===== config.mk =====
export PLATFORM = sky130hd
export DESIGN_NAME = clm_ctrl
export DESIGN_NICKNAME = d
export VERILOG_FILES = /design/src/rtl/cell_list_link_manager_core_macros.svh /design/src/rtl/clm_pkg.sv /design/src/rtl/clm_ctrl.sv
export SDC_FILE = /design/constraint.sdc
export NUM_CORES = 1
export LEC_CHECK = 0
export CAP_MARGIN = 40
export CORE_MARGIN = 1
export CORE_UTILIZATION = 25
export CTS_CLUSTER_SIZE = 10
export DETAILED_ROUTE_END_ITERATION = 12
export DONT_BUFFER_PORTS = 1
export PLACE_DENSITY = 0.41
export SETUP_SLACK_MARGIN = 0.4
export SKIP_LAST_GASP = 1
export SYNTH_ARGS = -nofsm -noshare
export SYNTH_HDL_FRONTEND = slang
export SYNTH_SLANG_ARGS = --single-unit

===== constraint.sdc =====
create_clock -name clock -period 4.21 [get_ports clock]
set_clock_uncertainty 0.15 [all_clocks]
set_input_delay 0.421 -clock clock [delete_from_list [all_inputs] [get_ports clock]]
set_output_delay 0.421 -clock clock [all_outputs]
set_load 0.01 [all_outputs]

===== src/rtl/cell_list_link_manager_core_macros.svh =====
// Assertion macros shared by the cell list link manager RTL.
// Each macro checks one implication at the rising clock edge, off during reset.
`ifndef CELL_LIST_LINK_MANAGER_CORE_MACROS_SVH
`define CELL_LIST_LINK_MANAGER_CORE_MACROS_SVH
`ifndef SYNTHESIS
// Same-cycle implication
`define CLM_ASSERT_IMP(label, clk, rst, ante, cons) \
   label: assert property (@(posedge clk) disable iff (rst) (ante) |-> (cons)) \
      else $error("clm: same-cycle implication violated");
// Next-cycle implication
`define CLM_ASSERT_NEXT(label, clk, rst, ante, cons) \
   label: assert property (@(posedge clk) disable iff (rst) (ante) |=> (cons)) \
      else $error("clm: next-cycle implication violated");
`else
`define CLM_ASSERT_IMP(label, clk, rst, ante, cons)
`define CLM_ASSERT_NEXT(label, clk, rst, ante, cons)
`endif
`endif


===== src/rtl/clm_pkg.sv =====
`default_nettype none
package clm_pkg;

   // Geometry of the grid and the particle table
   localparam int MAX_PARTICLES = 1024;
   localparam int CELLS_X       = 32;
   localparam int CELLS_Y       = 32;
   localparam int CELL_COUNT    = CELLS_X * CELLS_Y;

   localparam int PART_W     = $clog2(MAX_PARTICLES);
   localparam int LINK_W     = PART_W + 1;
   localparam int CELL_IDX_W = $clog2(CELL_COUNT);
   localparam int COORD_W    = 5;

   localparam int REQ_TDATA_W = 32;
   localparam int RSP_TDATA_W = 40;

   // Empty head or missing link
   localparam logic [LINK_W-1:0] NIL = '1;

   typedef enum logic [1:0] {
      KIND_INSERT = 2'd0,
      KIND_REMOVE = 2'd1,
      KIND_MOVE   = 2'd2,
      KIND_QUERY  = 2'd3
   } kind_type;

   typedef enum logic [3:0] {
      ST_CLEAR,
      ST_IDLE,
      ST_REM_RD,
      ST_REM_WR,
      ST_INS_RD,
      ST_INS_WR,
      ST_INS_LNK,
      ST_FIN_RD,
      ST_FIN
   } state_type;

   // Commands from the controller to the datapath
   typedef struct packed {
      logic load;     // capture the accepted item
      logic clr_wr;   // write one empty head of the clearing pass
      logic rem_rd;   // read head of old cell and links of particle
      logic rem_wr;   // unlink particle from old cell
      logic ins_rd;   // read head of new cell
      logic ins_wr;   // push particle at head of new cell
      logic ins_lnk;  // back-link the former head to the particle
      logic fin_rd;   // read head of target cell and links of particle
      logic fin_cap;  // load the result register
   } cmd_type;

   // Status from the datapath to the controller
   typedef struct packed {
      logic clr_last;  // clearing pass writes its last head
      logic out_free;  // result register can take a new result
   } sts_type;

   // A link names a particle unless it is the empty mark
   function automatic logic link_valid(input logic [LINK_W-1:0] v);
      return !v[LINK_W-1];
   endfunction

   // Saturate the coordinates and flatten them to a head address
   function automatic logic [CELL_IDX_W-1:0] cell_index(input logic [COORD_W-1:0] x,
                                                        input logic [COORD_W-1:0] y);
      logic [CELL_IDX_W-1:0] xs;
      logic [CELL_IDX_W-1:0] ys;
      xs = CELL_IDX_W'(x);
      ys = CELL_IDX_W'(y);
      if (xs > CELL_IDX_W'(CELLS_X - 1)) xs = CELL_IDX_W'(CELLS_X - 1);
      if (ys > CELL_IDX_W'(CELLS_Y - 1)) ys = CELL_IDX_W'(CELLS_Y - 1);
      return CELL_IDX_W'(xs * CELL_IDX_W'(CELLS_Y) + ys);
   endfunction

endpackage
`default_nettype wire


===== src/rtl/clm_ctrl.sv =====
`default_nettype none
module clm_ctrl (
   input  wire logic              clock,
   input  wire logic              reset,
   input  wire logic              req_tvalid,
   output logic                   req_tready,
   input  wire clm_pkg::kind_type req_kind,
   input  wire clm_pkg::sts_type  sts,
   output clm_pkg::cmd_type       cmd
);
   import clm_pkg::*;

   state_type state_ff, state_in;
   kind_type  kind_ff, kind_in;

   // Hold state and the kind of the item in work
   always_ff @(posedge clock) begin
      if (reset) begin
         state_ff <= ST_CLEAR;
         kind_ff  <= KIND_QUERY;
      end else begin
         state_ff <= state_in;
         kind_ff  <= kind_in;
      end
   end

   // Sequence the reads and writes of one item
   always_comb begin
      state_in   = state_ff;
      kind_in    = kind_ff;
      cmd        = '0;
      req_tready = 1'b0;
      unique case (state_ff)
         ST_CLEAR: begin
            cmd.clr_wr = 1'b1;
            if (sts.clr_last) state_in = ST_IDLE;
         end
         ST_IDLE: begin
            req_tready = 1'b1;
            if (req_tvalid) begin
               cmd.load = 1'b1;
               kind_in  = req_kind;
               unique case (req_kind)
                  KIND_INSERT: state_in = ST_INS_RD;
                  KIND_REMOVE: state_in = ST_REM_RD;
                  KIND_MOVE:   state_in = ST_REM_RD;
                  KIND_QUERY:  state_in = ST_FIN_RD;
                  default:     state_in = ST_FIN_RD;
               endcase
            end
         end
         ST_REM_RD: begin
            cmd.rem_rd = 1'b1;
            state_in   = ST_REM_WR;
         end
         ST_REM_WR: begin
            cmd.rem_wr = 1'b1;
            state_in   = (kind_ff == KIND_MOVE) ? ST_INS_RD : ST_FIN_RD;
         end
         ST_INS_RD: begin
            cmd.ins_rd = 1'b1;
            state_in   = ST_INS_WR;
         end
         ST_INS_WR: begin
            cmd.ins_wr = 1'b1;
            state_in   = ST_INS_LNK;
         end
         ST_INS_LNK: begin
            cmd.ins_lnk = 1'b1;
            state_in    = ST_FIN_RD;
         end
         ST_FIN_RD: begin
            cmd.fin_rd = 1'b1;
            state_in   = ST_FIN;
         end
         ST_FIN: begin
            if (sts.out_free) begin
               cmd.fin_cap = 1'b1;
               state_in    = ST_IDLE;
            end
         end
         default: state_in = ST_IDLE;
      endcase
   end

endmodule
`default_nettype wire


# Word-level counts from Yosys, hierarchy flattened
# Cells that the tools add are included.
[totals]
regBits = 6
input_bits = 7
out_inout_bits = 10
elab_cells = 40
[op_classes]
eq_ne = 15
muxes = 18
reduce_logical = 5
[ops]
columns = ["operator", "n"]
rows = [
  ["$pmux W4 S9", 1],
  ["$eq A4 B3 Y1 const B", 4],
  ["$mux W1", 12],
  ["$mux W4", 3],
  ["$pmux W4 S3", 1],
  ["$eq A4 B2 Y1 const B", 2],
  ["$eq A2 B2 Y1 const B", 3],
  ["$ne A2 B2 Y1 const B", 3],
  ["$eq A4 B1 Y1 const B", 1],
  ["$eq A4 B4 Y1 const B", 1],
  ["$logic_not A4 Y1", 1],
  ["$reduce_and A3 Y1", 1],
  ["$eq A2 B1 Y1 const B", 1],
  ["$logic_not A2 Y1", 1],
  ["$mux W2", 1],
  ["$reduce_and A2 Y1", 1],
  ["$reduce_or A2 Y1", 1],
]

# Depth between registers and ports, before layout
# Gate-level depths: netlist of the first run.
[logic_depth]
ltp_word = 5
depth_mapped = 4
mapped_depth_nobuf = 4

# Least setup slack after synthesis of the first run
# No wires, ideal clock.
[synth_path]
path_type = "flip-flop to output port"
startpoint = "register state_ff[2]"
endpoint = "output cmd[8] (netlist bit)"
arrival_ns = 1.018
slack_ns = 2.621
path_stages_with_launch = 4
n_path_buf = 0
path_cell_list = "dfxtp_1 nor4b_2 nand2_1 inv_1"
[synth_rtl]
columns = ["item", "line_no", "text"]
rows = [
  ["start, declared", "clm_ctrl.sv:13", "state_type state_ff, state_in;"],
  ["start signal, assigned", "clm_ctrl.sv:22", "state_ff <= state_in;"],
  ["end, declared", "clm_ctrl.sv:9", "output clm_pkg::cmd_type cmd"],
]

==> results by group, run 1 <==
Run status
  – Outcome: finished clean

Critical path
  – WP data required: around 3.6 ns
  – Slowest cell on the critical path: dfxtp_1
  – Crit Path Class: flop to primary output
  – Family with the most delay on the worst path: simple AND/OR/NAND/NOR gates
  – Worst Setup End Kind: primary output
  – Max incr delay on CP: about 0.6 ns
  – Instance count on the critical path: 3
  – Crit path DAT: around 1.7 ns
  – Cells along the critical path: nor4b_2 > nand2_1 > inv_1
  – Crit path buf inv count: 1
  – Register-to-Register Path Depth: 3
  – CP startpoint kind: flop
  – Max FO, Critical Path: 12

Synthesis
  – Mapped Avg Cell Area: 8.06 um2
  – Post-Syn Area: about 460 um2
  – Number of synthesized register bits: 6
  – Sequential fraction of the synthesis area: 0.262
  – Post-synth top area share: 0.262
  – Synth area leader: dfxtp_1
  – Synth area leaders: dfxtp_1, nor4b_2, a211o_1, ha_1, nand2_1
  – Yosys warnings: 0
  – Netlist cell types: 27
  – Mapped Cells: 57
  – Net count after synthesis: 66

CTS
  – CTS root buf: clkbuf_4
  – Post-CTS setup buffer count: 0
  – Max Root-Sink Buffers: 2
  – Post-CTS sizing: 0
  – Sink Count: 6
  – Cts bufs inserted: 3
  – CTS tree: done
  – Clk_lat worst skew: around 0.24 ns
  – CTS Hold Buffers Added: 0
  – CTS H-Tree Depth: 1
  – Clk slew on worst S/H paths: approximately 0.040 ns

STA
  – Final Cycle Share: 0.535
  – Setup TNS: 0 ns
  – F_max: roughly 0.44 GHz
  – Min Hold Slack: around 0.10 ns
  – Fin crit period: between 2 and 2.5 ns
  – Setup Viol. Count Final: 0
  – Rel. slew slack: 0.563
  – Final hold vios: 0
  – Unrepaired setup endpoints after global routing: false
  – Pins Over Slew Limit: 0
  – Tightest Pin Transition: ~0.65 ns
  – PnR worst setup slack: just under 2 ns

GRT
  – Initial antenna violation count: 0
  – Grt ovf: 0
  – First-pass GRT wire length: 1790 um
  – Total GRT Usage: 0.128
  – Largest net degree at the start of global routing: 14
  – Number of global-route vias before repair: 409

Hold path
  – Hold Path Class: input port to flop
  – Hold path cells: 1

Floorplanning
  – Starting Density: 0.266
  – Core box area: ~1700 um2
  – DIE HEIGHT: approximately 45 um
  – Std cell rows: 15
  – Die width: between 40 and 50 um
  – # IOs: 17
  – Die ar.: between 2000 and 2500 um2

Drt
  – Post-DRT Antenna Nets: 0
  – Wire length per cell: ~13 um
  – Routed wire length: approximately 1100 um
  – Post-DR vias/cell: between 5 and 6
  – Vias: between 400 and 500
  – Drc violations: 0
  – DR iter-0 viols: 6
  – DRT Pass-1 Iters: 2

Finish
  – Share of layout cells above drive strength 1: 0.143
  – Util after Layout: 0.284
  – Area Overhead vs Synth: 6.81%
  – Final Net Count: 67
  – Number of antenna diodes: 0
  – Most frequent cells in the layout: nand2_1, dfxtp_1, inv_1, nor2_1
  – Fillers: a little under 200

Placement
  – Final HPWL DP: about 800 um
  – Gp weighted congestion: 0.768
  – # port buffers: 0
  – Setup WS pre-CTS: 2.20 ns

Flow run
  – Number of max-cap violations: 0

Power and ir drop
  – PD cells: around 280 nW/um2
  – Max VDD drop: roughly 0.00019 V
  – Pleak: ~0.19 nW
-- power by group --
group          switching [mW]  internal (mW)  total, mW
Clock                  0.0175         0.0320     0.0495
Sequential            0.00633         0.0600     0.0663
Combinational          0.0121         0.0102     0.0223
-- per-layer routing --
metal | GRT usage | part of all wire | wire length [um] | vias to the layer above
met5 | 0 | 0 | 0 | -
met4 | 0.0364 | 0 | 0 | 0
met3 | 0.0800 | 0.12 | 128 | 0
met2 | 0.176 | 0.39 | 416 | 18
met1 | 0.166 | 0.49 | 516 | 184
li1 | - | - | - | 204
-- logic make-up after synthesis --
kind of cell	share of synthesized area
AND/OR/NAND/NOR	0.289
AO/OA/AOI/OAI	0.248
buffers and inverters	0.106
flip-flops	0.262
adder cells (fa/ha/maj)	0.0545
XOR/XNOR	0.0191
multiplexers	0.0218
-- sequential cells by signal, summed over array words and instances, names as in the netlist --
signal	flops
state_ff	4
kind_ff	2
-- final timing paths --
path,start,to,slack [ns]
setup / recovery,state_ff[0],cmd[8],1.96
hold / removal,reset,state_ff[3],0.10
setup reg to reg,state_ff[0],kind_ff[0],2.31
hold reg to reg,kind_ff[1],kind_ff[1],0.32
-- final cells by class --
class / count / area [um2] / area share
Multi-Input combinational cell: 40 / 290 / 0.592
Clock buffer: 3 / 22.5 / 0.0459
Inverter: 7 / 26.3 / 0.0536
Sequential cell: 6 / 120 / 0.245
Tap cell: 25 / 31.3 / 0.0638
-- worst register-to-register path, delay by kind of cell (launching register included) --
kind	cells	cell delay [ns]
and+or+nand+nor	2	0.72
DFF	1	0.60
AOI/OAI and AO/OA	1	0.31
-- through the flow --
| stage | std cells | cell area (um2) | power [mW] |
|---|---|---|---|
| finish | 81 | 490 | 0.138 |
| global route | 81 | 490 | 0.149 |
| CTS | 81 | 490 | 0.141 |
| detailed placement | 78 | 468 | 0.0894 |
| global placement | 78 | 468 | 0.0894 |
| floorplan | 57 | 459 | 0.0856 |
-- synth_stat cells, drive strengths merged --
| library cell | n |
|---|---|
| a2111oi | 2 |
| a211o | 3 |
| a211oi | 1 |
| a21oi | 1 |
| a221o | 1 |
| a2bb2oi | 2 |
| a311oi | 1 |
| a31oi | 1 |
| and2 | 1 |
| and3 | 2 |
| buf | 4 |
| dfxtp | 6 |
| ha | 2 |
| inv | 7 |
| mux2i | 1 |
| nand2 | 6 |
| nand2b | 2 |
| nor2 | 5 |
| nor3 | 3 |
| nor4 | 1 |
| nor4b | 3 |
| o211ai | 1 |
| xor2 | 1 |
Power figures use the tool's default switching activity.
==> run 2: changes to the inputs <==
==> constraint.sdc (replaced) <==
create_clock -name clock -period 2.3 [get_ports clock]
set_clock_uncertainty 0.15 [all_clocks]
set_input_delay 0.23 -clock clock [delete_from_list [all_inputs] [get_ports clock]]
set_output_delay 0.23 -clock clock [all_outputs]
set_load 0.01 [all_outputs]
==> run 2 against run 1 <==
Routed wire length is 7.7% higher; power is 100% higher; register-to-register slack worse by 1.6 ns; combinational power grew to 2.5 times the previous value; final area is 9.7% higher; via count is 6.9% higher; sequential share of layout area is 1.5 points lower; highest routed layer is now met4.
==> results by group, run 2 (synthesis gave the netlist of run 1 again) <==
Power and ir drop
  – Clk pwr share: 0.370
  – Share of total power in combinational logic: 0.204
  – Overall Power: approximately 0.28 mW
  – Max VDD drop: ~0.00027 V
  – Pleak: between 0.2 and 0.25 nW
  – Net Sw Frac: 0.287
  – PD cells: 512 nW/um2
  – Sequential share of power: 0.427
  – Internal power: a little under 0.2 mW
  – Switch Pwr: around 0.08 mW

Floorplanning
  – Core box area: 1730 um2
  – Die ar.: between 2000 and 2500 um2
  – # IOs: 17
  – Std cell rows: 15
  – Die width: roughly 45 um
  – DIE HEIGHT: 44.9 um
  – Starting Density: 0.266

Placement
  – Final HPWL DP: 831 um
  – Setup WS pre-CTS: about 0.59 ns
  – # port buffers: 0
  – Gp weighted congestion: 0.734

CTS
  – CTS H-Tree Depth: 1
  – Max Root-Sink Buffers: 2
  – Clk_lat worst skew: about 0.25 ns
  – CTS tree: done
  – Clk slew on worst S/H paths: about 0.050 ns
  – Post-CTS setup buffer count: 0
  – CTS root buf: clkbuf_4
  – Sink Count: 6
  – Cts bufs inserted: 3

STA
  – Fin crit period: between 1.5 and 2 ns
  – F_max: around 0.57 GHz
  – Final Cycle Share: 0.760
  – Setup TNS: 0 ns
  – Rel. slew slack: 0.681
  – Final hold vios: 0
  – Setup Viol. Count Final: 0
  – Pins Over Slew Limit: 0
  – PnR worst setup slack: between 0.5 and 0.6 ns
  – Min Hold Slack: around 0.021 ns
  – Tightest Pin Transition: between 0.4 and 0.5 ns
  – Unrepaired setup endpoints after global routing: false

Finish
  – Fillers: between 150 and 200
  – Number of antenna diodes: 0
  – Largest Register: state_ff
  – Util after Layout: 0.312
  – Final Net Count: 71
  – Max FFs per register: 4
  – Share of layout cells above drive strength 1: 0.217
  – Area Overhead vs Synth: 17.2%
  – Largest registers: state_ff: 4 flops, kind_ff: 2 flops
  – Most common cell after layout, fill and taps aside: nand2_1
  – Most frequent cells in the layout: nand2_1, inv_1, nor2_1

Critical path
  – Crit path buf inv count: 1
  – Max FO, Critical Path: 7
  – Crit path DAT: 1.37 ns
  – Cells along the critical path: buf_4 > nor4b_2 > and2_1
  – WP data required: between 1.5 and 2 ns
  – Slowest cell on the critical path: dfxtp_1
  – Max incr delay on CP: 0.37 ns
  – CP startpoint kind: flop
  – Worst Setup End Kind: primary output
  – Family with the most delay on the worst path: simple AND/OR/NAND/NOR gates
  – Crit Path Class: flop to primary output

Drt
  – DR iter-0 viols: 7
  – Metal2 WL: about 460 um
  – Top sig layer: met4
  – Post-DR vias/cell: just over 5
  – DRT Pass-1 Iters: 4
  – Post-DRT Antenna Nets: 0
  – Routed wire length: 1140 um
  – Vias: between 400 and 500
  – Routed length on met1: approximately 500 um
  – Met3 wire len: 147 um
  – Wire length per cell: around 13 um
  – Drc violations: 0

GRT
  – Total GRT Usage: 0.134
  – Grt ovf: 0
  – Initial antenna violation count: 0
  – Largest net degree at the start of global routing: 14
  – First-pass GRT wire length: 1900 um
  – Number of global-route vias before repair: 423

Hold path
  – Hold Path Class: input port to flop

Flow run
  – Number of max-cap violations: 0

Run status
  – Outcome: finished clean
[run 2: cell types whose count changed in the layout (fill, tap and decap cells not counted)]
cell	change
dlygate4sd3_1	+2
buf_4	+2
dfxtp_2	+3
nor4b_2	-1
dfxtp_1	-3
nor4b_4	+1
[run 2: repair_timing]
action	in CTS	in global routing
endpoints found under the setup margin	1	4
pin swaps	0	1
gates resized for setup	1	3
hold endpoints to repair	5	0
hold buffers	2	0
[run 2: power by group through the flow]
stage | Clock (mW) | Combinational, mW | Sequential [mW]
after floorplan | 0 | 0.0426 | 0.114
after global placement | 0 | 0.0508 | 0.119
after detailed placement | 0 | 0.0494 | 0.119
after CTS | 0.103 | 0.0557 | 0.117
after global routing | 0.111 | 0.0637 | 0.118
final | 0.102 | 0.0561 | 0.118
[run 2: stage by stage]
step | cell area, um2 | std cells
2_1_floorplan | 459 | 57
3_3_place_gp | 483 | 80
3_5_place_dp | 483 | 80
4_1_cts | 534 | 85
5_1_grt | 538 | 85
6_report | 538 | 85
[run 2: routing by layer]
| layer | GRT usage | vias up |
|---|---|---|
| met2 | 0.191 | 22 |
| met3 | 0.0600 | 2 |
| met4 | 0.0909 | 0 |
| met1 | 0.161 | 197 |
| li1 | - | 213 |
| met5 | 0 | - |
[run 2: final timing paths]
check / from / end / cells after the start / slack (ns)
hold / removal: reset / state_ff[0] / 2 / 0.02
hold reg to reg: kind_ff[1] / kind_ff[1] / 1 / 0.32
setup reg to reg: state_ff[1] / kind_ff[1] / 3 / 0.76
setup / recovery: state_ff[0] / cmd[0] / 3 / 0.55
[run 2: layout make-up]
class                   count  area (um2)  area share
flip-flops and latches      6         124       0.230
inverters                   7        26.3      0.0488
multi-input cells          40         299       0.556
repair buffers              4        35.0      0.0651
well taps                  25        31.3      0.0581
clock buffers               3        22.5      0.0419
[run 2: worst register-to-register path, stage by stage (launching register included)]
cell	delay, ns
dfxtp_2	0.40
nor4b_4	0.43
nand2_1	0.15
a211o_1	0.30
==> run 3: changes to the inputs <==
--- a/config.mk
+++ b/config.mk
@@ -11,7 +11,7 @@
 export CTS_CLUSTER_SIZE = 10
 export DETAILED_ROUTE_END_ITERATION = 12
 export DONT_BUFFER_PORTS = 1
-export PLACE_DENSITY = 0.41
+export PLACE_DENSITY = 0.43
 export SETUP_SLACK_MARGIN = 0.4
 export SKIP_LAST_GASP = 1
 export SYNTH_ARGS = -nofsm -noshare
==> constraint.sdc (replaced) <==
create_clock -name clock -period 1.4 [get_ports clock]
set_clock_uncertainty 0.15 [all_clocks]
set_input_delay 0.14 -clock clock [delete_from_list [all_inputs] [get_ports clock]]
set_output_delay 0.14 -clock clock [all_outputs]
set_load 0.01 [all_outputs]
==> run 3 against run 2 <==
Final area up 77%; first-iteration DRC count decreased by 29%; utilization is 24 points higher; die area unchanged; the flow now finishes with violations (hold timing, setup timing); setup slack worse by 0.65 ns; largest power group unchanged; flip-flop and latch count stayed put; global-route usage rose by 3.8 points; final cell count increased by 39%; sequential power up 62%; largest cell class unchanged.
==> results by group, run 3 (synthesis gave the netlist of run 1 again) <==
Hold path
  – Hold Path End: kind_ff[0]
  – Hold Path Class: input port to flop
  – Hold path cells: 2
  – Hold Crit Start: req_kind[0]

CTS
  – Sink Count: 6
  – CTS Hold Buffers Added: 2
  – Cts bufs inserted: 3
  – CTS root buf: clkbuf_4
  – Clk_lat worst skew: about 0.25 ns
  – Max Root-Sink Buffers: 2
  – CTS tree: done
  – Clk slew on worst S/H paths: about 0.05 ns
  – CTS H-Tree Depth: 1

GRT
  – Largest net degree at the start of global routing: 8
  – First-pass GRT wire length: 2450 um
  – Grt ovf: 0
  – Initial antenna violation count: 0
  – Number of global-route vias before repair: around 570
  – Total GRT Usage: 0.172

Drt
  – Top sig layer: met4
  – Met3 wire len: around 52 um
  – Routed length on met1: approximately 620 um
  – Metal2 WL: ~850 um
  – Drc violations: 0
  – Routed wire length: 1540 um
  – Wire length per cell: 13.1 um
  – DR iter-0 viols: 5
  – Post-DR vias/cell: between 4 and 5
  – DRT Pass-1 Iters: 4
  – Vias: around 560
  – Post-DRT Antenna Nets: 0

Finish
  – Final Net Count: roughly 100
  – Most common cell after layout, fill and taps aside: buf_4
  – Max FFs per register: 4
  – Number of antenna diodes: 0
  – Most frequent cells in the layout: buf_4, buf_6, inv_1, nor2_4, dfxtp_4
  – Area Overhead vs Synth: 108%
  – Fin cells: ~120
  – Share of layout cells above drive strength 1: 0.656
  – Largest registers: state_ff: 4 flops, kind_ff: 2 flops
  – Largest Register: state_ff

Placement
  – # port buffers: 0
  – Gp weighted congestion: about 0.74
  – Cells after DPL: between 90 and 100
  – Final HPWL DP: about 960 um
  – Setup WS pre-CTS: around 0.0066 ns

Critical path
  – Worst Setup End Kind: primary output
  – Register-to-Register Path Depth: 6
  – Crit Path Class: flop to primary output
  – Max FO, Critical Path: 5
  – Crit path DAT: ~1.2 ns
  – WP data required: about 1.1 ns
  – Crit path buf inv count: 1
  – Cells along the critical path: nor4b_4 > buf_4 > and2_4
  – Reg-to-reg slack, setup: -0.06 ns
  – Worst r2r src: state_ff[3]
  – Family with the most delay on the worst path: simple AND/OR/NAND/NOR gates
  – Max incr delay on CP: about 0.37 ns
  – Slowest cell on the critical path: dfxtp_4
  – CP startpoint kind: flop
  – Worst reg2reg path endpoint: state_ff[0]

Run status
  – Outcome: finished with violations
  – Violated checks: hold timing, setup timing

Floorplanning
  – DIE HEIGHT: 44.9 um
  – Starting Density: 0.266
  – Core box area: 1730 um2
  – Die ar.: just over 2000 um2
  – # IOs: 17
  – Die width: about 45 um
  – Std cell rows: 15

STA
  – Min Hold Slack: -0.0224 ns
  – F_max: approximately 0.67 GHz
  – Pins Over Slew Limit: 0
  – Final hold vios: 2
  – Rel. slew slack: 0.782
  – Setup Viol. Count Final: 12
  – Fin crit period: between 1 and 1.5 ns
  – Tightest Pin Transition: approximately 0.33 ns
  – PnR worst setup slack: -0.0946 ns
  – Unrepaired setup endpoints after global routing: true
  – Setup TNS: -0.464 ns
  – Final Cycle Share: 1.07

Flow run
  – Number of max-cap violations: 0

Power and ir drop
  – Pleak: around 0.42 nW
  – PD cells: around 570 nW/um2
  – Max VDD drop: 0.000467 V
-- run 3: metrics by stage --
stage	instance area [um2]	utilization	power, mW	hold WS (ns)
finish	955	0.553	0.544	-0.0224
CTS	937	0.543	0.546	-0.0266
global route	955	0.553	0.583	-0.0138
global placement	707	0.409	0.326	0.0604
detailed placement	707	0.409	0.325	0.0596
floorplan	586	-	0.281	0.0547
-- run 3: power breakdown --
part           internal (mW)  switching [mW]  total [mW]  leakage [nW]
logic                  0.101          0.0749       0.176         0.352
registers              0.176          0.0152       0.191        0.0520
clock network          0.108          0.0692       0.178        0.0150
-- run 3: area by class of cell --
type,count,area [um2]
Tap cell,25,31.3
Multi-Input combinational cell,40,420
Clock buffer,4,26.3
Timing Repair Buffer,36,313
Inverter,7,28.8
Fill cell,167,772
Sequential cell,6,135
-- run 3: metal layers --
| metal | up-vias | GRT usage |
|---|---|---|
| met5 | - | 0 |
| met4 | 0 | 0.0727 |
| met3 | 2 | 0.0360 |
| met2 | 14 | 0.300 |
| met1 | 268 | 0.203 |
| li1 | 279 | - |
-- run 3: worst max-delay path by stage --
stage | slack (ns) | cells after the start | to | from
2_1_floorplan | 0.05 | 3 | kind_ff[1] | state_ff[1]
6_report | -0.09 | 3 | cmd[0] | state_ff[2]
4_1_cts | -0.1 | 3 | cmd[0] | state_ff[1]
3_3_place_gp | -0.04 | 5 | state_ff[0] | state_ff[0]
3_5_place_dp | 0.007 | 4 | state_ff[0] | state_ff[2]
5_1_grt | -0.14 | 3 | cmd[7] | state_ff[1]
-- run 3: worst reg2reg max path, stage by stage (launching register included) --
cell and delay (ns):
dfxtp_4 0.40, buf_6 0.12, buf_4 0.11, nor4_4 0.03, buf_4 0.12, a221o_1 0.30
a31oi_1 0.15
-- run 3: timing repair --
item / in CTS / in global routing
pin swaps: 11 / 4
setup buffers: 15 / 1
resized for setup: 19 / 3
endpoints found under the hold margin: 6 / 3
endpoints found under the setup margin: 16 / 16
